## src/rtl/npcs_pkg.sv

```systemverilog
// shared constants, types and codes for the nearest palette color search block
// no dependencies; compiled first

package npcs_pkg;

   localparam int PALETTE_ENTRIES = 256;
   localparam int ADDR_W = (PALETTE_ENTRIES > 1) ? $clog2(PALETTE_ENTRIES) : 1;
   localparam int CNT_W = $clog2(PALETTE_ENTRIES + 1);

   localparam int CHAN_W = 8;
   localparam int INDEX_W = 8;
   localparam int SCORE_W = 8;
   localparam int ENTRY_W = 3 * CHAN_W;
   localparam int SUM_W = 10;

   // x / 3 == (x * 683) >> 11 for every x below 768
   localparam int DIV3_MUL_W = 10;
   localparam logic [DIV3_MUL_W-1:0] DIV3_MUL = DIV3_MUL_W'(683);
   localparam int DIV3_SHIFT = 11;

   localparam logic [SCORE_W-1:0] SCORE_MAX = '1;
   localparam logic [INDEX_W-1:0] INDEX_NONE = '1;

   localparam logic CMD_WRITE = 1'b0;
   localparam logic CMD_QUERY = 1'b1;

   typedef enum logic [1:0] {
      ST_IDLE,
      ST_SCAN,
      ST_FINISH
   } npcs_state_type;

   typedef struct packed {
      logic accept;
      logic scan_step;
      logic rsp_load;
   } npcs_cmd_type;

   typedef struct packed {
      logic issued_all;
      logic pipe_empty;
      logic best_zero;
      logic rsp_free;
   } npcs_sts_type;

endpackage

```

## src/rtl/npcs_ctrl.sv

```systemverilog
// controller: sequences request intake, palette scan and response hand-off
// depends on npcs_pkg

module npcs_ctrl (
   input  logic                   clock,
   input  logic                   reset,
   input  logic                   req_valid,
   input  logic                   req_cmd,
   output logic                   req_ready,
   input  npcs_pkg::npcs_sts_type sts,
   output npcs_pkg::npcs_cmd_type cmd
);
   import npcs_pkg::*;

   npcs_state_type state_ff;
   npcs_state_type state_in;

   always_ff @(posedge clock) begin
      if (reset) begin
         state_ff <= ST_IDLE;
      end else begin
         state_ff <= state_in;
      end
   end

   always_comb begin
      state_in      = state_ff;
      req_ready     = 1'b0;
      cmd.accept    = 1'b0;
      cmd.scan_step = 1'b0;
      cmd.rsp_load  = 1'b0;
      unique case (state_ff)
         ST_IDLE: begin
            req_ready = 1'b1;
            if (req_valid) begin
               cmd.accept = 1'b1;
               state_in   = (req_cmd == CMD_QUERY) ? ST_SCAN : ST_FINISH;
            end
         end
         ST_SCAN: begin
            // a zero score can never be beaten, so the scan ends there
            if (sts.best_zero || (sts.issued_all && sts.pipe_empty)) begin
               state_in = ST_FINISH;
            end else begin
               cmd.scan_step = !sts.issued_all;
            end
         end
         ST_FINISH: begin
            if (sts.rsp_free) begin
               cmd.rsp_load = 1'b1;
               state_in     = ST_IDLE;
            end
         end
         default: begin
            state_in = ST_IDLE;
         end
      endcase
   end

endmodule

```

## config.mk

```make
export PLATFORM = sky130hd
export DESIGN_NAME = npcs_ctrl
export DESIGN_NICKNAME = d
export VERILOG_FILES = /design/src/rtl/npcs_pkg.sv /design/src/rtl/npcs_ctrl.sv
export SDC_FILE = /design/constraint.sdc
export NUM_CORES = 1
export LEC_CHECK = 0
export BUFFER_PORTS_ARGS = -buffer_cell sky130_fd_sc_hd__buf_2
export CAP_MARGIN = 20
export CORE_AREA = 3 3 40 42
export CTS_BUF_LIST = sky130_fd_sc_hd__clkbuf_4 sky130_fd_sc_hd__clkbuf_8
export DETAILED_ROUTE_END_ITERATION = 10
export DIE_AREA = 0 0 43 45
export PLACE_DENSITY = 0.4
export SLEW_MARGIN = 20
export SYNTH_ARGS = -nofsm -noshare
export SYNTH_HDL_FRONTEND = slang
export SYNTH_SLANG_ARGS = --single-unit
```

## constraint.sdc

```tcl
create_clock -name clock -period 1.35 [get_ports clock]
set_input_delay 0.2025 -clock clock [delete_from_list [all_inputs] [get_ports clock]]
set_output_delay 0.2025 -clock clock [all_outputs]
set_load 0.02 [all_outputs]
```

# Word level (Yosys, flattened, before mapping)
# Index checks and enable logic that the tools add are counted.
op_classes:
  eq_ne: 5
  n_mux: 12
  n_reduce_logical: 5
op_table:
  columns: ["op", "count"]
  rows:
  - ["$mux 2", 4]
  - ["$mux 1", 7]
  - ["$ne 2x2->1 const B", 3]
  - ["$pmux 2 s3", 1]
  - ["$reduce_and 3->1", 1]
  - ["$eq 2x1->1 const B", 1]
  - ["$eq 2x2->1 const B", 1]
  - ["$logic_not 2->1", 1]
  - ["$logic_and 1x1->1", 1]
  - ["$logic_not 1->1", 1]
  - ["$logic_or 1x1->1", 1]
word_totals:
  regBits: 2
  input_bits: 8
  output_inout_bits: 4
  wordCells: 23

# Longest topological paths before layout
logic_depth:
  word_depth: 4
  depth_mapped: 3
  ltp_nobuf: 3

# Least setup slack after synthesis
# OpenSTA, ideal clock, no wires.
synth_timing:
  path_kind: "flip-flop to output port"
  start: "register state_ff[1]"
  end: "output port cmd[1] (netlist name)"
  t_arrival_ns: 0.878
  required_ns: 1.148
  setup_slack_ns: 0.269
  stages_incl_launch_ff: 4
  path_buffers: 0
  path_cell_list: "dfxtp_1 > a211oi_2 > nand2_1 > nor2_1"
synth_lines:
  columns: ["element", "line", "source"]
  rows:
  - ["from (decl)", "npcs_ctrl.sv:15", "npcs_state_type state_ff;"]
  - ["from (signal assigned)", "npcs_ctrl.sv:22", "state_ff <= state_in;"]
  - ["to (decl)", "npcs_ctrl.sv:11", "output npcs_pkg::npcs_cmd_type cmd"]

==> flow_summary.toml <==
[logic_synthesis]
ys_seq_area_frac = 0.291
syn_area_um2 = 138
postSynthCellCount = 18
syn_nets = 26
ys_types = 12
avgSynthCellArea_um2 = 7.65
synth_seq_cells = 2
yosysWarnings = 0

[floorplanning]
pin_count = 12
fp.dieW_um = 43
die_h_um = 45
die-area_um2 = 1940
core_region_area_um2 = 1280
std_cell_rows = 13
start_util = 0.107

[cells_and_area]
fin_nets = 43
top_register = "state_ff"
area_delta_synth_final_pct = 76.4
n_antenna_cell = 0
layout_commonest_cell = "buf_2"
largest_register_ffs = 2
mostFrequentLayoutCells = "buf_2 (11), nand2_1 (3), nor2_1 (3), clkbuf_4 (3), a211oi_1 (2)"
reg_top3 = "state_ff: 2 flops"
final_util = 0.189
drive_above_1_share = 0.545

[setup_path]
worstSetupEndpointType = "output pin"
crit_arrival_ps = 1040
rr_worst_depth = 4
startpoint_type = "flop"
r2r_slack_ps = 340
required_ps = 1150
crit_type = "reg2out"
r2r_start = "state_ff[1]"
cp-startpoint = "state_ff[1]"
cp-endpoint = "cmd[1]"
worstReg2RegEnd = "state_ff[0]"
worst-path-max-fanout = 7

[global_routing]
grt.total_usage = 0.0615
grt_pass1_vias = 174
grt_first_pass_wirelength_um = 779
grt.busiest_layer = "met4"
grt_overflow_total = 0
use_met1 = 0.0719
met3_usage = 0.0398
grt_max_degree = 8
met2_usage = 0.0659
antenna_found_initial = 0

[timing]
fin_hold_ws_ps = 184
finClkSkew_ps = 3.14
slew_violations = 0
finalWorstPathRequiredPeriod_ps = 1240
worst_slack_ps = 105
tns_ps = 0
hold_viol = 0
maxSlewHeadroom = 0.827
finalCritPeriodShare = 0.922
fmax_mhz = 804
setup_viol = 0
worstMarginPinSlew_ps = 255
rsz0062_at_grt = "no"

[routing]
vias = 178
vias_per_cell = 3.71
routedWlPerCell_um = 8.77
drt_iter0_drc = 0
drcViolationCount = 0
route.final.wire_length_um = 421
ant_nets = 0
first_pass_iters = 1

[clock_network]
insertion_delay_ps = 220
cts_sinks = 2
h-tree-depth = 1
cts_tree = "built"
path_clk_slew_ps = 30
root_buffer = "clkbuf_4"
cts_made_buffers = 3
cts_buffer_depth = 2
hold_buffers = 0

[place]
pre_cts_slack_ps = 260
portBuffers = 11
dp_hpwl_um = 312
place.gp.congestion = 0.623

[outcome]
outcome = "finished clean"

[flow_run]
drv_cap = 0

[pwr]
leakagePower_nw = 0.121
power.density_nw_per_um2 = 1130
ir_drop_v = 0.000311

[min_path]
hp-class = "in2reg"
==> power breakdown <==
part | internal, mW | total [mW] | switching, mW
clock network | 0.0982 | 0.133 | 0.0350
registers | 0.0657 | 0.0755 | 0.00973
logic | 0.0312 | 0.0658 | 0.0346
total | 0.195 | 0.274 | 0.0793
==> per-layer routing <==
| layer | vias up | part of all wire |
|---|---|---|
| met4 | 0 | 0 |
| met3 | 0 | 0.15 |
| met2 | 12 | 0.30 |
| li1 | 95 | - |
| met5 | - | 0 |
| met1 | 71 | 0.54 |
==> stage by stage <==
stage | power (mW) | area [um2] | instances
detailed placement | 0.140 | 211 | 44
finish | 0.274 | 243 | 48
global route | 0.306 | 243 | 48
CTS | 0.285 | 234 | 47
global placement | 0.141 | 211 | 44
floorplan | 0.113 | 138 | 18
==> worst max-delay path: stages (launching register included) <==
cell	delay, ps
dfxtp_2	340
a211oi_2	140
nand2_1	90
nor2_1	80
buf_2	160
==> logic make-up after synthesis <==
kind of cell	Yosys count	share of synthesized area
flip-flops	2	0.291
buffers and inverters	1	0.0272
AND/OR/NAND/NOR	10	0.364
AO/OA/AOI/OAI	5	0.318
==> worst min path at each step <==
stage	end	start	cells after the start
2_1_floorplan	state_ff[0]	reset	1
3_3_place_gp	state_ff[0]	reset	2
3_5_place_dp	state_ff[0]	reset	2
4_1_cts	state_ff[0]	reset	2
5_1_grt	state_ff[0]	reset	2
6_report	state_ff[0]	reset	2
==> final cells by class <==
class                      instances  area [um2]
tap                               15        18.8
inverter                           1        3.75
timing repair buffer              12        62.6
fill                             146        1040
multi-input combinational         15        93.8
clock buffer                       3        22.5
sequential                         2        41.3
==> what timing repair did <==
| action | 4_1_cts | 5_1_grt |
|---|---|---|
| buffers inserted | 0 | 1 |
| hold endpoints to repair | 0 | 0 |
| setup endpoints to repair | 0 | 1 |
| resized for setup | 0 | 1 |
==> Yosys cell counts, drive strengths merged <==
cell type	n	share of area
nor2b	1	0.045
nor4b	1	0.064
inv	1	0.027
and2	1	0.045
a211oi	3	0.20
a31o	1	0.064
a21o	1	0.055
nor2	4	0.13
dfxtp	2	0.29
nand2	3	0.082
(Power assumes the default switching activity.)
